==> src/rtl/core/tulc_pkg.sv <==
// Package for the tagged UID line checker: widths, status codes,
// parse-time constants and character helper functions. No dependencies.
package tulc_pkg;

    localparam int unsigned MAX_COUNTER_CHARS = 16;
    localparam logic [15:0] DEBOUNCE_RESET = 16'd1000;
    localparam int unsigned UID_DIGITS = 8;

    localparam logic [3:0] ST_OK          = 4'd0;
    localparam logic [3:0] ST_EMPTY       = 4'd1;
    localparam logic [3:0] ST_BAD_FORMAT  = 4'd2;
    localparam logic [3:0] ST_BAD_UID     = 4'd3;
    localparam logic [3:0] ST_BAD_CS_LEN  = 4'd4;
    localparam logic [3:0] ST_BAD_COUNTER = 4'd5;
    localparam logic [3:0] ST_CS_MISMATCH = 4'd6;
    localparam logic [3:0] ST_DEBOUNCED   = 4'd7;
    localparam logic [3:0] ST_CTR_LONG    = 4'd8;

    localparam logic [7:0] CH_NEWLINE = 8'h0A;
    localparam logic [7:0] CH_BAR     = 8'h7C;

    function automatic logic is_space(input logic [7:0] c);
        return (c == 8'd32) || (c >= 8'd9 && c <= 8'd13);
    endfunction

    function automatic logic [7:0] to_upper(input logic [7:0] c);
        return (c >= 8'h61 && c <= 8'h7A) ? c - 8'd32 : c;
    endfunction

    function automatic logic [7:0] prefix_char(input logic [1:0] pos);
        logic [7:0] r;
        case (pos)
            2'd0: r = 8'h55;
            2'd1: r = 8'h49;
            2'd2: r = 8'h44;
            default: r = CH_BAR;
        endcase
        return r;
    endfunction

    function automatic logic [7:0] hex_char(input logic [3:0] v);
        return (v < 4'd10) ? 8'd48 + {4'd0, v} : 8'd55 + {4'd0, v};
    endfunction

endpackage

==> src/rtl/core/tulc_if.sv <==
// Valid/ready channel interfaces for the tagged UID line checker:
// input items, result items and the configuration write. Depends on nothing.
interface tulc_in_if;
    logic       valid;
    logic       ready;
    logic       mode;
    logic [7:0] data_byte;
    modport source (output valid, output mode, output data_byte, input ready);
    modport sink (input valid, input mode, input data_byte, output ready);
endinterface

interface tulc_out_if;
    logic        valid;
    logic        ready;
    logic        accepted;
    logic [3:0]  status;
    logic [31:0] uid_value;
    modport source (output valid, output accepted, output status, output uid_value,
                    input ready);
    modport sink (input valid, input accepted, input status, input uid_value,
                  output ready);
endinterface

interface tulc_cfg_if;
    logic        valid;
    logic        ready;
    logic [15:0] data;
    modport source (output valid, output data, input ready);
    modport sink (input valid, input data, output ready);
endinterface

==> src/rtl/core/tagged_uid_line_checker_top.sv <==
// Top level of the tagged UID line checker: line parser, counter memory, result register.
// Depends on tulc_pkg and the channel interfaces in tulc_if.sv.
//
// Takes one byte or tick transaction every clock cycle and returns one result per
// newline, registered in the cycle after the newline is taken. Input stalls only
// while a result waits and the sink is not ready. Counter characters live in one
// two-bank memory (current and previous counter); each character is compared against
// the previous counter as it arrives, using a registered read of the next position,
// and storing a counter just flips the bank pointer. No clearing pass after reset.
module tagged_uid_line_checker_top #(
    parameter int unsigned MAX_COUNTER_CHARS = tulc_pkg::MAX_COUNTER_CHARS
) (
    input  logic       clk,
    input  logic       rst_n,
    tulc_in_if.sink    in_ch,
    tulc_out_if.source out_ch,
    tulc_cfg_if.sink   cfg
);
    localparam int unsigned IW = (MAX_COUNTER_CHARS > 1) ? $clog2(MAX_COUNTER_CHARS) : 1;
    localparam int unsigned CW = $clog2(MAX_COUNTER_CHARS + 2);
    localparam int unsigned DEPTH = 2 * (2 ** IW);
    localparam logic [CW-1:0] MAXC = CW'(MAX_COUNTER_CHARS);

    typedef enum logic [2:0] {PH_PREFIX, PH_UID, PH_CS, PH_CTR, PH_BAD} phase_t;

    phase_t        phase_reg, phase_next;
    logic [2:0]    pos_reg, pos_next;
    logic          pend_reg, pend_next;
    logic [31:0]   uid_reg, uid_next;
    logic [3:0]    ucnt_reg, ucnt_next;
    logic          ubad_reg, ubad_next;
    logic [7:0]    sum_reg, sum_next;
    logic [15:0]   cs_reg, cs_next;
    logic [2:0]    ccnt_reg, ccnt_next;
    logic [CW-1:0] clen_reg, clen_next;
    logic [CW-1:0] raw_reg, raw_next;
    logic [CW-1:0] plen_reg, plen_next;
    logic          mm_reg, mm_next;
    logic [CW-1:0] fm_reg, fm_next;
    logic          bank_reg, bank_next;
    logic [31:0]   last_uid_reg, last_uid_next;
    logic          luv_reg, luv_next;
    logic [15:0]   ms_reg, ms_next;
    logic [15:0]   deb_reg;

    logic          ov_reg;
    logic          oacc_reg;
    logic [3:0]    ost_reg;
    logic [31:0]   ouid_reg;
    logic          res_fire;
    logic [3:0]    res_status;
    logic [31:0]   res_uid;

    logic [7:0]    mem [DEPTH];
    logic [7:0]    rdata_reg;
    logic          wr_en;
    logic [IW:0]   wr_addr;
    logic [IW:0]   rd_addr;
    logic [7:0]    c;
    logic          take;
    logic          sp;
    logic [15:0]   expect_cs;

    assign in_ch.ready = !ov_reg || out_ch.ready;
    assign cfg.ready = 1'b1;
    assign take = in_ch.valid && in_ch.ready;
    assign c = tulc_pkg::to_upper(in_ch.data_byte);
    assign sp = tulc_pkg::is_space(c);
    assign expect_cs = {tulc_pkg::hex_char(sum_reg[7:4]), tulc_pkg::hex_char(sum_reg[3:0])};

    assign out_ch.valid = ov_reg;
    assign out_ch.accepted = oacc_reg;
    assign out_ch.status = ost_reg;
    assign out_ch.uid_value = ouid_reg;

    always_comb
    begin
        phase_next = phase_reg;
        pos_next = pos_reg;
        pend_next = pend_reg;
        uid_next = uid_reg;
        ucnt_next = ucnt_reg;
        ubad_next = ubad_reg;
        sum_next = sum_reg;
        cs_next = cs_reg;
        ccnt_next = ccnt_reg;
        clen_next = clen_reg;
        raw_next = raw_reg;
        plen_next = plen_reg;
        mm_next = mm_reg;
        fm_next = fm_reg;
        bank_next = bank_reg;
        last_uid_next = last_uid_reg;
        luv_next = luv_reg;
        ms_next = ms_reg;
        wr_en = 1'b0;
        wr_addr = {!bank_reg, raw_reg[IW-1:0]};
        res_fire = 1'b0;
        res_status = tulc_pkg::ST_OK;
        res_uid = '0;
        if (take && in_ch.mode) begin
            if (ms_reg != 16'hFFFF) begin
                ms_next = ms_reg + 16'd1;
            end
        end else if (take && in_ch.data_byte == tulc_pkg::CH_NEWLINE) begin
            res_fire = 1'b1;
            if (phase_reg == PH_PREFIX && pos_reg == 3'd0) begin
                res_status = tulc_pkg::ST_EMPTY;
            end else if (phase_reg != PH_CS && phase_reg != PH_CTR) begin
                res_status = tulc_pkg::ST_BAD_FORMAT;
            end else if (ubad_reg || ucnt_reg != 4'(tulc_pkg::UID_DIGITS)) begin
                res_status = tulc_pkg::ST_BAD_UID;
            end else if (ccnt_reg != 3'd2) begin
                res_status = tulc_pkg::ST_BAD_CS_LEN;
            end else if (phase_reg == PH_CTR && clen_reg == '0) begin
                res_status = tulc_pkg::ST_BAD_COUNTER;
            end else if (phase_reg == PH_CTR && clen_reg > MAXC) begin
                res_status = tulc_pkg::ST_CTR_LONG;
            end else if (phase_reg == PH_CTR && clen_reg == plen_reg
                         && (!mm_reg || fm_reg >= clen_reg)) begin
                res_status = tulc_pkg::ST_BAD_COUNTER;
            end else if (cs_reg != expect_cs) begin
                res_status = tulc_pkg::ST_CS_MISMATCH;
            end else begin
                if (phase_reg == PH_CTR) begin
                    // the current bank becomes the previous counter
                    bank_next = !bank_reg;
                    plen_next = clen_reg;
                end
                res_uid = uid_reg;
                if (luv_reg && uid_reg == last_uid_reg && ms_reg < deb_reg) begin
                    res_status = tulc_pkg::ST_DEBOUNCED;
                end else begin
                    last_uid_next = uid_reg;
                    luv_next = 1'b1;
                    ms_next = '0;
                end
            end
            phase_next = PH_PREFIX;
            pos_next = '0;
            pend_next = 1'b0;
            uid_next = '0;
            ucnt_next = '0;
            ubad_next = 1'b0;
            sum_next = '0;
            cs_next = '0;
            ccnt_next = '0;
            clen_next = '0;
            raw_next = '0;
            mm_next = 1'b0;
            fm_next = '0;
        end else if (take) begin
            case (phase_reg)
                PH_PREFIX:
                begin
                    if (!(pos_reg == 3'd0 && sp)) begin
                        if (c == tulc_pkg::prefix_char(pos_reg[1:0])) begin
                            pos_next = pos_reg + 3'd1;
                            if (pos_reg == 3'd3) begin
                                phase_next = PH_UID;
                            end
                        end else begin
                            phase_next = PH_BAD;
                        end
                    end
                end
                PH_UID:
                begin
                    if (c == tulc_pkg::CH_BAR) begin
                        phase_next = PH_CS;
                        pend_next = 1'b0;
                    end else if (sp) begin
                        if (ucnt_reg != '0) begin
                            pend_next = 1'b1;
                        end
                    end else begin
                        if (pend_reg) begin
                            ubad_next = 1'b1;
                        end
                        pend_next = 1'b0;
                        if (ucnt_reg < 4'd9) begin
                            ucnt_next = ucnt_reg + 4'd1;
                        end
                        sum_next = sum_reg + c;
                        if (c >= 8'h30 && c <= 8'h39) begin
                            uid_next = {uid_reg[27:0], 4'(c - 8'd48)};
                        end else if (c >= 8'h41 && c <= 8'h46) begin
                            uid_next = {uid_reg[27:0], 4'(c - 8'd55)};
                        end else begin
                            ubad_next = 1'b1;
                        end
                    end
                end
                PH_CS:
                begin
                    if (c == tulc_pkg::CH_BAR) begin
                        phase_next = PH_CTR;
                    end else if (sp) begin
                        if (ccnt_reg != '0) begin
                            pend_next = 1'b1;
                        end
                    end else begin
                        pend_next = 1'b0;
                        if (ccnt_reg < 3'd2 && !(pend_reg && ccnt_reg == 3'd1)) begin
                            cs_next = {cs_reg[7:0], c};
                        end else if (ccnt_reg < 3'd2 && pend_reg) begin
                            cs_next = cs_reg;
                        end
                        if (pend_reg) begin
                            ccnt_next = (ccnt_reg >= 3'd5) ? 3'd7 : ccnt_reg + 3'd2;
                            if (ccnt_reg == 3'd0) begin
                                cs_next = {cs_reg[7:0], c};
                            end
                        end else if (ccnt_reg < 3'd7) begin
                            ccnt_next = ccnt_reg + 3'd1;
                        end
                    end
                end
                PH_CTR:
                begin
                    if (!(sp && clen_reg == '0)) begin
                        if (raw_reg < MAXC) begin
                            wr_en = 1'b1;
                            // read data holds the previous counter at this position
                            if (raw_reg < plen_reg && rdata_reg != c && !mm_reg) begin
                                mm_next = 1'b1;
                                fm_next = raw_reg;
                            end
                        end
                        if (raw_reg <= MAXC) begin
                            raw_next = raw_reg + CW'(1);
                        end
                        if (!sp) begin
                            clen_next = (raw_reg <= MAXC) ? raw_reg + CW'(1) : raw_reg;
                        end
                    end
                end
                default:
                begin
                end
            endcase
        end
    end

    assign rd_addr = {bank_next, raw_next[IW-1:0]};

    always_ff @(posedge clk)
    begin
        if (wr_en) begin
            mem[wr_addr] <= c;
        end
        rdata_reg <= mem[rd_addr];
    end

    always_ff @(posedge clk or negedge rst_n)
    begin
        if (!rst_n) begin
            phase_reg <= PH_PREFIX;
            pos_reg <= '0;
            pend_reg <= 1'b0;
            uid_reg <= '0;
            ucnt_reg <= '0;
            ubad_reg <= 1'b0;
            sum_reg <= '0;
            cs_reg <= '0;
            ccnt_reg <= '0;
            clen_reg <= '0;
            raw_reg <= '0;
            plen_reg <= '0;
            mm_reg <= 1'b0;
            fm_reg <= '0;
            bank_reg <= 1'b0;
            last_uid_reg <= '0;
            luv_reg <= 1'b0;
            ms_reg <= '0;
            deb_reg <= tulc_pkg::DEBOUNCE_RESET;
            ov_reg <= 1'b0;
        end else begin
            phase_reg <= phase_next;
            pos_reg <= pos_next;
            pend_reg <= pend_next;
            uid_reg <= uid_next;
            ucnt_reg <= ucnt_next;
            ubad_reg <= ubad_next;
            sum_reg <= sum_next;
            cs_reg <= cs_next;
            ccnt_reg <= ccnt_next;
            clen_reg <= clen_next;
            raw_reg <= raw_next;
            plen_reg <= plen_next;
            mm_reg <= mm_next;
            fm_reg <= fm_next;
            bank_reg <= bank_next;
            last_uid_reg <= last_uid_next;
            luv_reg <= luv_next;
            ms_reg <= ms_next;
            if (cfg.valid) begin
                deb_reg <= cfg.data;
            end
            if (res_fire) begin
                ov_reg <= 1'b1;
            end else if (out_ch.ready) begin
                ov_reg <= 1'b0;
            end
        end
    end

    always_ff @(posedge clk)
    begin
        if (res_fire) begin
            oacc_reg <= (res_status == tulc_pkg::ST_OK);
            ost_reg <= res_status;
            ouid_reg <= res_uid;
        end
    end

endmodule
==> src/flat_wrapper.sv <==
// flat-port wrapper written by rule: the top's interface ports become plain ports
module tagged_uid_line_checker_top_flat 
#(
    parameter int unsigned MAX_COUNTER_CHARS = tulc_pkg::MAX_COUNTER_CHARS
)
  (clk, rst_n, in_ch_valid, in_ch_mode, in_ch_data_byte, in_ch_ready, out_ch_valid, out_ch_accepted, out_ch_status, out_ch_uid_value, out_ch_ready, cfg_valid, cfg_data, cfg_ready);
  tulc_in_if in_ch_i ();
  tulc_out_if out_ch_i ();
  tulc_cfg_if cfg_i ();
  input  logic clk;
  input  logic rst_n;
  input wire logic [$bits(in_ch_i.valid)-1:0] in_ch_valid;
  input wire logic [$bits(in_ch_i.mode)-1:0] in_ch_mode;
  input wire logic [$bits(in_ch_i.data_byte)-1:0] in_ch_data_byte;
  output wire logic [$bits(in_ch_i.ready)-1:0] in_ch_ready;
  output wire logic [$bits(out_ch_i.valid)-1:0] out_ch_valid;
  output wire logic [$bits(out_ch_i.accepted)-1:0] out_ch_accepted;
  output wire logic [$bits(out_ch_i.status)-1:0] out_ch_status;
  output wire logic [$bits(out_ch_i.uid_value)-1:0] out_ch_uid_value;
  input wire logic [$bits(out_ch_i.ready)-1:0] out_ch_ready;
  input wire logic [$bits(cfg_i.valid)-1:0] cfg_valid;
  input wire logic [$bits(cfg_i.data)-1:0] cfg_data;
  output wire logic [$bits(cfg_i.ready)-1:0] cfg_ready;
  assign in_ch_i.valid = in_ch_valid;
  assign in_ch_i.mode = in_ch_mode;
  assign in_ch_i.data_byte = in_ch_data_byte;
  assign in_ch_ready = in_ch_i.ready;
  assign out_ch_valid = out_ch_i.valid;
  assign out_ch_accepted = out_ch_i.accepted;
  assign out_ch_status = out_ch_i.status;
  assign out_ch_uid_value = out_ch_i.uid_value;
  assign out_ch_i.ready = out_ch_ready;
  assign cfg_i.valid = cfg_valid;
  assign cfg_i.data = cfg_data;
  assign cfg_ready = cfg_i.ready;
  tagged_uid_line_checker_top #(.MAX_COUNTER_CHARS(MAX_COUNTER_CHARS)) u_core (.clk(clk), .rst_n(rst_n), .in_ch(in_ch_i), .out_ch(out_ch_i), .cfg(cfg_i));
endmodule
==> config.mk <==
export PLATFORM = sky130hd
export DESIGN_NAME = tagged_uid_line_checker_top_flat
export DESIGN_NICKNAME = d
export VERILOG_FILES = /design/src/rtl/core/tulc_pkg.sv /design/src/rtl/core/tulc_if.sv /design/src/rtl/core/tagged_uid_line_checker_top.sv /design/src/flat_wrapper.sv
export SDC_FILE = /design/constraint.sdc
export NUM_CORES = 1
export LEC_CHECK = 0
export BUFFER_PORTS_ARGS = -buffer_cell sky130_fd_sc_hd__buf_2
export CAP_MARGIN = 20
export CORE_MARGIN = 4
export CORE_UTILIZATION = 30
export DETAILED_ROUTE_END_ITERATION = 10
export PLACE_DENSITY_LB_ADDON = 0.1
export REMOVE_ABC_BUFFERS = 1
export SETUP_SLACK_MARGIN = 0.2
export SYNTH_ARGS = -nofsm -noshare
export SYNTH_HDL_FRONTEND = slang
export SYNTH_SLANG_ARGS = --single-unit
==> constraint.sdc <==
create_clock -name clk -period 3.6 [get_ports clk]
set_clock_uncertainty 0.1 [all_clocks]
set_input_delay 0.54 -clock clk [delete_from_list [all_inputs] [get_ports clk]]
set_output_delay 0.54 -clock clk [all_outputs]
set_load 0.01 [all_outputs]
==> impl_results.md, run 1 <==
* Top cells by count, synth: 293 x edfxtp_1, 195 x nand2_1, 153 x dfrtp_1
* Final count of pins violating max slew at 0
* Post-synth EDFFs at 293
* Via density at 4.845
* CTS Root Cell: clkbuf_16
* Yosys cell types at 85
* H-tree depth at 2
* Final cell count without fillers at 2940
* Status: finished clean
* Total of max-cap violations at 0
* Combinational power share at 0.054
* Crit-path max cell delay at 0.57 ns
* Initial antenna violation count at 0
* Share of the synthesized area in the top cell type at 0.4188
* PortBufs at 68
* Leading post-synthesis cells by cell area: edfxtp_1 42%, dfrtp_1 18%, mux2i_1 5.3%
* Register area share after synthesis at 0.6162
* Critical path launch point type: flip-flop
* Minimum clock period at 3.535 ns
* Total Wirelength at 61990 µm
* First-pass GRT wire length at 92790 µm
* Vias in the first global route at 14780
* Biggest register: u_core.mem
* Syn_area_per_cell at 12.48 µm²
* Final core utilization at 0.3863
* Sequential share of power at 0.498
* Fin. Hold Viols at 0
* Nets at 2057
* Area grow syn2layout at 26.78%
* Worst vdd ir at 0.3259 mV
* Worst-Skew Late Latency at 0.60 ns
* Tcrit/Tclk final at 0.9819
* Initial Utilization at 0.3047
* Crit. End Element: flip-flop
* CP max stage cell: or4_4
* Slew HR at 0.5059
* Clk sinks at 460
* Syn Inst Count at 1683
* First-pass DRT Iterations at 6
* Syn Std Cell Area at 0.02101 mm²
* Sw frac at 0.2227
* CP bufs+invs at 3
* Main flop type after synthesis: edfxtp_1
* Setup violations, final at 0
* Worst Hold Path Cells at 3
* Switching pwr at 2.561 mW
* Leakage at 10.38 nW
* Fill cell count at 6743
* Antenna viol nets, final at 0
* # IOs at 70
* R2R cell count at 14
* Worst min path class: in2reg
* Yosys warning total at 0
* Clock-pin slew of the registers on the worst-case setup and hold paths at 0.06 ns
* CP top delay family: simple AND/OR/NAND/NOR gates
* Clock share of power at 0.448
* CP cell instances: or4_4, nor4_4, o31ai_2, a2111oi_4, nor2_1, mux2_4, inv_6, buf_16, buf_12, mux2i_2, mux2i_1, o2111ai_2, and3_4, a31oi_1
* Ant. Diodes at 0
* Total track usage at 0.1638
* Ratio of cells with drive above 1 in the final layout at 0.2499
* CP Depth at 14
* Critical Path RT at 3.98 ns
* Internal power at 8.940 mW
* Slew @ Worst Pin at 0.7412 ns
* CP Max Fanout at 6
* Cell row count at 96
* Number of flip-flops in the largest register at 256
* Largest area contributor in the netlist: edfxtp_1
* Post-DP HPWL at 41520 µm
* Synthesis-stage register bit count at 460
* Unrepaired setup endpoints after global routing: yes
* Hold slack at 0.05996 ns
* Initial DRC Count at 845
* Critical path data arrival time at 3.91 ns
* Core box area at 0.06895 mm²
* Routed via count at 14250
* DR DRC count at 0
* TritonCTS clock tree: yes
* Placed Cells at 2819
* GP Congestion at 0.8417
* Routed len/inst at 21.09 µm
* Critical path class: reg2reg
* Max clock buf depth at 3
* Cell with the most instances after synthesis: edfxtp_1
* PD cells at 431.9 mW/mm²
* F_max at 282.9 MHz
* Post-synth ARST share at 0.3457
* Chip width at 272.6 µm
* Die area at 0.07432 mm²
* GRT overflow at 0
* Die height at 272.6 µm
* Largest net degree at the start of global routing at 70
* CTS buffer count at 53
area by class of cell:
| type | instances | area, µm² | area share |
|---|---|---|---|
| clock buffers | 82 | 1518 | 0.05699 |
| clock inverters | 14 | 121.4 | 0.004557 |
| inverters | 61 | 239.0 | 0.008973 |
| multi-input cells | 1083 | 7964 | 0.2990 |
| flip-flops and latches | 460 | 12950 | 0.4861 |
| well taps | 931 | 1165 | 0.04374 |
| repair buffers | 308 | 2671 | 0.1003 |
| repair inverters | 1 | 8.758 | 0.0003289 |
repair_timing:
item / CTS / global route
hold buffers: 1 / 0
endpoints found under the hold margin: 64 / 0
gates cloned: 5 / 3
gates resized for setup: 68 / 75
setup buffers: 8 / 8
pin swaps: 16 / 18
setup endpoints to repair: 8 / 67
stage by stage:
step	instance area (µm²)	worst slack [ns]	power, mW	setup TNS [ns]
floorplan	20610	-1.698	6.085	-120.30
global placement	24060	-0.6795	6.423	-57.34
detailed placement	24060	-0.6994	6.432	-68.47
CTS	26210	0.07438	11.70	0
global route	26630	-0.1064	11.98	-0.3991
finish	26630	0.06506	11.50	0
worst reg2reg max path, stage by stage (launching register included):
cell,delay (ns)
dfrtp_1,0.38
or4_4,0.57
nor4_4,0.30
o31ai_2,0.13
a2111oi_4,0.23
nor2_1,0.10
mux2_4,0.38
inv_6,0.11
buf_16,0.15
buf_12,0.12
mux2i_2,0.20
mux2i_1,0.14
o2111ai_2,0.23
and3_4,0.24
a31oi_1,0.04
routing by layer:
layer,part of all wire,routed length [µm],GRT usage,up-vias
met5,0,0,0,-
met4,0.021,1283,0.03839,0
met3,0.040,2455,0.02853,79
met2,0.49,30400,0.2826,275
met1,0.45,27850,0.2158,7168
li1,-,-,-,6723
logic make-up after synthesis:
family          Yosys count  synth area share
compound gates          297           0.09792
xor+xnor                 89           0.03711
fa+ha+maj                59           0.03550
buf+inv                 140           0.02996
flops                   460            0.6162
mux                     145           0.07123
other cells               1         0.0001785
simple gates            492            0.1119
cells in the final DEF, fill, tap and decap left out, types with 31 or more instances in the layout:
cell type / count
xnor2_1: 55
nor2_1: 98
nand3_1: 38
buf_2: 67
clkbuf_16: 57
nand2_1: 193
mux2_4: 31
xor2_1: 33
and2_1: 37
dfrtp_1: 152
ha_1: 56
inv_1: 55
o21ai_0: 54
buf_4: 190
a21oi_1: 59
mux2i_1: 98
a22o_1: 32
edfxtp_1: 293
path summary, 6_finish.rpt:
path | start | end | slack, ns
hold / removal | cfg_data[9] | u_core.deb_reg[9] | 0.06
min in group asynchronous | rst_n | u_core.last_uid_reg[17] | 0.41
setup reg to reg | u_core.clen_reg[1] | u_core.rdata_reg[0] | 0.07
hold reg to reg | u_core.luv_reg | u_core.luv_reg | 0.36
setup / recovery | u_core.clen_reg[1] | u_core.rdata_reg[0] | 0.07
max in group asynchronous | rst_n | u_core.deb_reg[7] | 2.17
power groups by stage:
stage          logic (mW)  registers [mW]  clock network (mW)
2_1_floorplan       0.264            5.82                   0
3_3_place_gp        0.595            5.83                   0
3_5_place_dp        0.603            5.83                   0
4_1_cts             0.618            5.72                5.35
5_1_grt             0.684            5.73                5.56
6_report            0.617            5.73                5.16
Power figures use the tool's default switching activity.
==> run 2, diff against run 1 <==
--- a/config.mk
+++ b/config.mk
@@ -10,7 +10,7 @@
 export CORE_MARGIN = 4
 export CORE_UTILIZATION = 30
 export DETAILED_ROUTE_END_ITERATION = 10
-export PLACE_DENSITY_LB_ADDON = 0.1
+export PLACE_DENSITY = 0.58
 export REMOVE_ABC_BUFFERS = 1
 export SETUP_SLACK_MARGIN = 0.2
 export SYNTH_ARGS = -nofsm -noshare
==> run 2 against run 1 <==
Maximum frequency is 1.4% higher. Non-clock buffer count is 35 lower. Via count is 0.23% higher. Routed wire length is 11% lower. Worst hold slack better by 0.0014 ns.
==> impl_results.md, run 2 (synthesized netlist as in run 1, its figures left out) <==
* TritonCTS clock tree: yes
* Status: finished clean
* Most frequent cells in the layout: 293 x edfxtp_1, 194 x nand2_1, 162 x buf_4
* Clock-pin slew of the registers on the worst-case setup and hold paths at 0.06 ns (about the same)
* Vias in the first global route at 14800 (+0.10%)
* Biggest register: u_core.mem
* Total Wirelength at 55210 µm (-11%)
* Minimum clock period at 3.486 ns (-0.04937 ns)
* GRT overflow at 0 (unchanged)
* Clock share of power at 0.439 (-0.009)
* Area grow syn2layout at 25.12%
* Core box area at 0.06895 mm² (unchanged)
* Chip width at 272.6 µm (unchanged)
* First-pass GRT wire length at 86120 µm (-7.2%)
* Combinational power share at 0.051 (-0.003)
* Switching pwr at 2.534 mW (-1.1%)
* Total of max-cap violations at 0 (unchanged)
* Sequential share of power at 0.510 (+0.012)
* Routed len/inst at 19.03 µm (-9.8%)
* Setup violations, final at 0 (unchanged)
* Sw frac at 0.2258 (+0.003126)
* Initial antenna violation count at 3 (+3)
* Worst min path class: in2reg
* Nets at 2018 (-1.9%)
* Power Total at 11.22 mW (-2.4%)
* CTS Root Cell: clkbuf_16
* Internal power at 8.688 mW (-2.8%)
* PD cells at 427.0 mW/mm² (-1.1%)
* Clk sinks at 460 (unchanged)
* H-tree depth at 2 (unchanged)
* Final core utilization at 0.3812 (-0.005063)
* Fin. Hold Viols at 0 (unchanged)
* Critical path data arrival time at 3.87 ns (-0.04 ns)
* Critical path class: in2reg
* Slew @ Worst Pin at 0.7248 ns (-0.01632 ns)
* GP Congestion at 0.8789 (+4.4%)
* PortBufs at 68 (unchanged)
* Hold slack at 0.06135 ns (+0.001385 ns)
* Most common cell after layout, fill and taps aside: edfxtp_1
* Largest net degree at the start of global routing at 84 (+20%)
* Slew HR at 0.5168 (+0.01088)
* Initial DRC Count at 1048 (+24%)
* First-pass DRT Iterations at 5 (-1)
* DR DRC count at 0 (unchanged)
* Antenna viol nets, final at 0 (unchanged)
* CTS buffer count at 50 (-5.7%)
* Setup_tns at 0 ns (unchanged)
* Worst-Skew Late Latency at 0.60 ns (about the same)
* # IOs at 70 (unchanged)
* Final count of pins violating max slew at 0 (unchanged)
* Via density at 4.920 (+1.5%)
* Cell row count at 96 (unchanged)
* Worst vdd ir at 0.3103 mV (-4.8%)
* Total track usage at 0.1455 (-0.01836)
* Leakage at 10.14 nW (-2.4%)
* Die height at 272.6 µm (unchanged)
* Post-DP HPWL at 36590 µm (-12%)
* Pre-CTS setup slack at -0.7762 ns (-0.07679 ns)
* Crit. End Element: flip-flop
* Routed via count at 14280 (+0.23%)
* F_max at 286.9 MHz (+1.4%)
* Critical path launch point type: input pin
* Tcrit/Tclk final at 0.9682 (-0.01372)
* Die area at 0.07432 mm² (unchanged)
* CP Max Fanout at 7 (+1)
* Unrepaired setup endpoints after global routing: yes
* Max clock buf depth at 3 (unchanged)
* Critical Path RT at 3.98 ns (about the same)
* Initial Utilization at 0.3047 (unchanged)
* Number of flip-flops in the largest register at 256 (unchanged)
* Worst Slack Setup Final at 0.1144 ns (+0.04937 ns)
* Ratio of cells with drive above 1 in the final layout at 0.2377 (-0.01219)
==> run 2: cell types whose count changed in the layout (fill, tap and decap cells not counted), sizes merged, moves of 2 or more <==
cell / delta
clkinv: +10
clkbuf: -16
diode: +2
clkinvlp: +3
buf: -35
==> run 2: per-layer routing <==
metal,GRT usage,vias up,routed length [µm]
li1,-,6660,-
met1,0.1955,7131,24680
met2,0.2401,404,25840
met3,0.03003,83,3364
met4,0.03962,0,1328
met5,0,-,0
==> run 2: metrics by stage <==
stage | instances | instance area, µm²
after floorplan | 1604 | 20610
after global placement | 2784 | 23820
after detailed placement | 2784 | 23820
after CTS | 2893 | 25840
after global routing | 2900 | 26280
final | 2902 | 26280
==> run 2: area by class of cell <==
class,instances,area [µm²]
antenna,2,5.005
multi-input combinational,1083,7968
clock inverter,27,232.7
inverter,61,245.2
fill,6625,42660
tap,931,1165
timing repair buffer,273,2384
sequential,460,12950
clock buffer,65,1339
==> run 2: critical path, stage by stage <==
cell,delay (ns)
buf_4,0.14
buf_4,0.15
ha_1,0.16
nor2b_1,0.08
o211a_1,0.32
o31ai_4,0.31
inv_2,0.09
a2111oi_4,0.33
nor2_1,0.10
mux2_4,0.36
clkinv_8,0.10
buf_12,0.11
buf_16,0.12
buf_12,0.11
mux2i_2,0.21
mux2i_1,0.12
o2111ai_2,0.23
and3_4,0.23
a31oi_1,0.04
==> run 2: final timing paths <==
| check | slack, ns | from | end | cells after the start |
|---|---|---|---|---|
| max in group asynchronous | 2.01 | rst_n | u_core.deb_reg[7] | 3 |
| min in group asynchronous | 0.45 | rst_n | u_core.uid_reg[29] | 2 |
| worst min-delay path | 0.06 | cfg_data[2] | u_core.deb_reg[2] | 3 |
| worst max register to register | 0.15 | u_core.clen_reg[3] | u_core.rdata_reg[7] | 15 |
| worst max-delay path | 0.11 | in_ch_data_byte[1] | u_core.rdata_reg[7] | 19 |
| worst min register to register | 0.36 | u_core.luv_reg | u_core.luv_reg | 1 |
==> run 2: timing repair <==
action | CTS | global route
hold buffers | 1 | 0
buffers inserted | 12 | 5
cloned | 4 | 2
pin swaps | 13 | 12
resized for setup | 57 | 76
endpoints found under the hold margin | 76 | 0
endpoints found under the setup margin | 39 | 92
==> run 2: power by group through the flow <==
stage | clock network, mW | logic [mW] | registers [mW]
4_1_cts | 5.06 | 0.573 | 5.72
6_report | 4.92 | 0.576 | 5.72
3_5_place_dp | 0 | 0.558 | 5.83
5_1_grt | 5.29 | 0.645 | 5.73
3_3_place_gp | 0 | 0.543 | 5.83
2_1_floorplan | 0 | 0.264 | 5.82
==> run 3, diff against run 2 <==
--- a/config.mk
+++ b/config.mk
@@ -10,7 +10,7 @@
 export CORE_MARGIN = 4
 export CORE_UTILIZATION = 30
 export DETAILED_ROUTE_END_ITERATION = 10
-export PLACE_DENSITY = 0.58
+export PLACE_DENSITY = 0.56
 export REMOVE_ABC_BUFFERS = 1
 export SETUP_SLACK_MARGIN = 0.2
 export SYNTH_ARGS = -nofsm -noshare
==> constraint.sdc (replaced) <==
create_clock -name clk -period 3.3 [get_ports clk]
set_clock_uncertainty 0.1 [all_clocks]
set_input_delay 0.495 -clock clk [delete_from_list [all_inputs] [get_ports clk]]
set_output_delay 0.495 -clock clk [all_outputs]
set_load 0.01 [all_outputs]
==> run 3 against run 2 <==
The flow now finishes with violations (setup timing). Die area unchanged. Worst hold slack worse by 0.036 ns. Non-clock buffer count up 48. Sequential share of layout area is 1.8 points lower. Global-route usage increased by 0.16 points. Critical path type is now reg2reg. Critical endpoint is now u_core.last_uid_reg[12]. Highest routed layer is now met5.
==> impl_results.md, run 3 (synthesized netlist as in run 1, its figures left out) <==
* Status: finished with violations
* Violated checks: setup timing
* Largest net degree at the start of global routing at 68 (-19%)
* Slew @ Worst Pin at 0.6028 ns (-0.1220 ns)
* F_max at 290.7 MHz
* Critical Path RT at 3.68 ns (-0.30 ns)
* Crit. End Element: flip-flop
* Biggest register: u_core.mem
* Ant. Diodes at 0 (-2)
* Via density at 4.911 (-0.19%)
* Die height at 272.6 µm (unchanged)
* Post-DP HPWL at 36570 µm (about the same)
* Clock share of power at 0.459 (+0.020)
* Setup violations, final at 48 (+48)
* Number of flip-flops in the largest register at 256 (unchanged)
* CTS buffer count at 51 (+2.0%)
* Max clock buf depth at 3 (unchanged)
* Minimum clock period at 3.440 ns
* GP Congestion at 0.8301 (-5.6%)
* DR DRC count at 0 (unchanged)
* Fin. Hold Viols at 0 (unchanged)
* PD cells at 470.2 mW/mm² (+10%)
* Sequential share of power at 0.487 (-0.023)
* # IOs at 70 (unchanged)
* First-pass GRT wire length at 86670 µm (+0.64%)
* Slew HR at 0.5981 (+0.08135)
* Most common cell after layout, fill and taps aside: edfxtp_1
* Placed Cells at 2820 (+1.3%)
* Ratio of cells with drive above 1 in the final layout at 0.2840 (+0.04633)
* Worst Slack Setup Final at -0.1398 ns (-0.2542 ns)
* Total track usage at 0.1471 (+0.001625)
* H-tree depth at 2 (unchanged)
* Critical path class: reg2reg
* Worst-Skew Late Latency at 0.60 ns (about the same)
* Unrepaired setup endpoints after global routing: yes
* Internal power at 9.963 mW (+15%)
* CP Max Fanout at 7 (unchanged)
* Switching pwr at 2.851 mW (+13%)
* PortBufs at 68 (unchanged)
* Combinational power share at 0.054 (+0.003)
* Worst min path class: in2reg
* Final cell count without fillers at 2952 (+1.7%)
* Initial Utilization at 0.3047 (unchanged)
* Chip width at 272.6 µm (unchanged)
* Leakage at 10.54 nW (+4.0%)
* Routed len/inst at 19.19 µm (+0.89%)
* Nets at 2067 (+2.4%)
* GRT overflow at 0 (unchanged)
* Sw frac at 0.2225 (-0.003284)
* Fill cell count at 6528 (-1.5%)
* Core box area at 0.06895 mm² (unchanged)
* Critical path data arrival time at 3.82 ns (-0.05 ns)
* Area grow syn2layout at 29.72%
* Hold slack at 0.02521 ns (-0.03614 ns)
* Tcrit/Tclk final at 1.042
* Initial DRC Count at 1125 (+7.3%)
* Total of max-cap violations at 0 (unchanged)
* TritonCTS clock tree: yes
* Setup_tns at -4.457 ns (-4.457 ns)
* First-pass DRT Iterations at 5 (unchanged)
* Cell row count at 96 (unchanged)
* Total Wirelength at 56660 µm (+2.6%)
* Clock-pin slew of the registers on the worst-case setup and hold paths at 0.06 ns (about the same)
* Most frequent cells in the layout: 293 x edfxtp_1, 191 x nand2_1, 178 x buf_4
* Worst vdd ir at 0.3873 mV (+25%)
* Final count of pins violating max slew at 0 (unchanged)
* Die area at 0.07432 mm² (unchanged)
* Vias in the first global route at 14650 (-1.0%)
* Initial antenna violation count at 1 (-2)
* Antenna viol nets, final at 0 (unchanged)
* Critical path launch point type: flip-flop
* Clk sinks at 460 (unchanged)
* CTS Root Cell: clkbuf_16
* Routed via count at 14500 (+1.5%)
run 3: cell types whose count changed in the layout (fill, tap and decap cells not counted), moves of 10 or more:
| cell | delta |
|---|---|
| mux2i_4 | -11 |
| buf_4 | +16 |
| nor2_1 | -20 |
| mux2i_1 | +14 |
| nor2_4 | +11 |
| a21oi_1 | -10 |
| buf_6 | +20 |
run 3: routing by layer:
metal,GRT usage,wire (µm)
met1,0.2097,26080
met2,0.2379,26400
met3,0.02353,3067
met5,0,13
met4,0.03159,1098
run 3: layout make-up:
class                      count  area, µm²  area share
multi-input combinational   1083       8197      0.3008
clock buffer                  65       1399     0.05133
inverter                      61      241.5    0.008861
tap                          931       1165     0.04275
sequential                   460      12940      0.4750
timing repair buffer         321       2945      0.1081
clock inverter                31      359.1     0.01318
run 3: worst paths after layout:
kind,start,endpoint,slack (ns),depth (start not counted)
worst max-delay path,u_core.clen_reg[0],u_core.last_uid_reg[12],-0.14,15
worst min-delay path,cfg_data[1],u_core.deb_reg[1],0.03,3
worst max register to register,u_core.clen_reg[0],u_core.last_uid_reg[12],-0.14,15
worst min register to register,u_core.luv_reg,u_core.luv_reg,0.36,1
max in group asynchronous,rst_n,u_core.raw_reg[3],1.84,3
min in group asynchronous,rst_n,u_core.last_uid_reg[9],0.35,2
run 3: timing repair:
item / 4_1_cts / 5_1_grt
cloned: 5 / 5
pin swaps: 29 / 37
buffers inserted: 15 / 7
gates resized for setup: 90 / 145
hold endpoints to repair: 59 / 0
endpoints found under the setup margin: 339 / 394
hold buffers: 4 / 0
run 3: per-stage QoR:
stage,power [mW],setup WS (ns),util,instance area (µm²)
2_1_floorplan,6.638,-1.953,-,20610
3_3_place_gp,6.967,-0.8622,0.3485,24030
3_5_place_dp,6.984,-0.8982,0.3485,24030
4_1_cts,12.91,-0.1562,0.3840,26470
5_1_grt,13.27,-0.2482,0.3953,27250
6_report,12.81,-0.1398,0.3953,27250
run 3: critical path, stage by stage, from the launching register on:
cell,delay [ns]
dfrtp_1,0.39
buf_6,0.12
buf_6,0.11
ha_4,0.19
nand2b_4,0.13
a21o_1,0.16
a21o_1,0.15
a21o_1,0.16
a211o_1,0.28
a221oi_2,0.34
buf_4,0.19
nand4_1,0.19
nor2_4,0.21
buf_6,0.15
clkbuf_16,0.16
mux2_4,0.29
run 3: power groups by stage:
stage          Combinational (mW)  Sequential [mW]  Clock [mW]
2_1_floorplan               0.288             6.35           0
5_1_grt                     0.770             6.25        6.26
6_report                    0.696             6.24        5.88
3_3_place_gp                0.615             6.35           0
3_5_place_dp                0.628             6.36           0
4_1_cts                     0.660             6.24        6.01
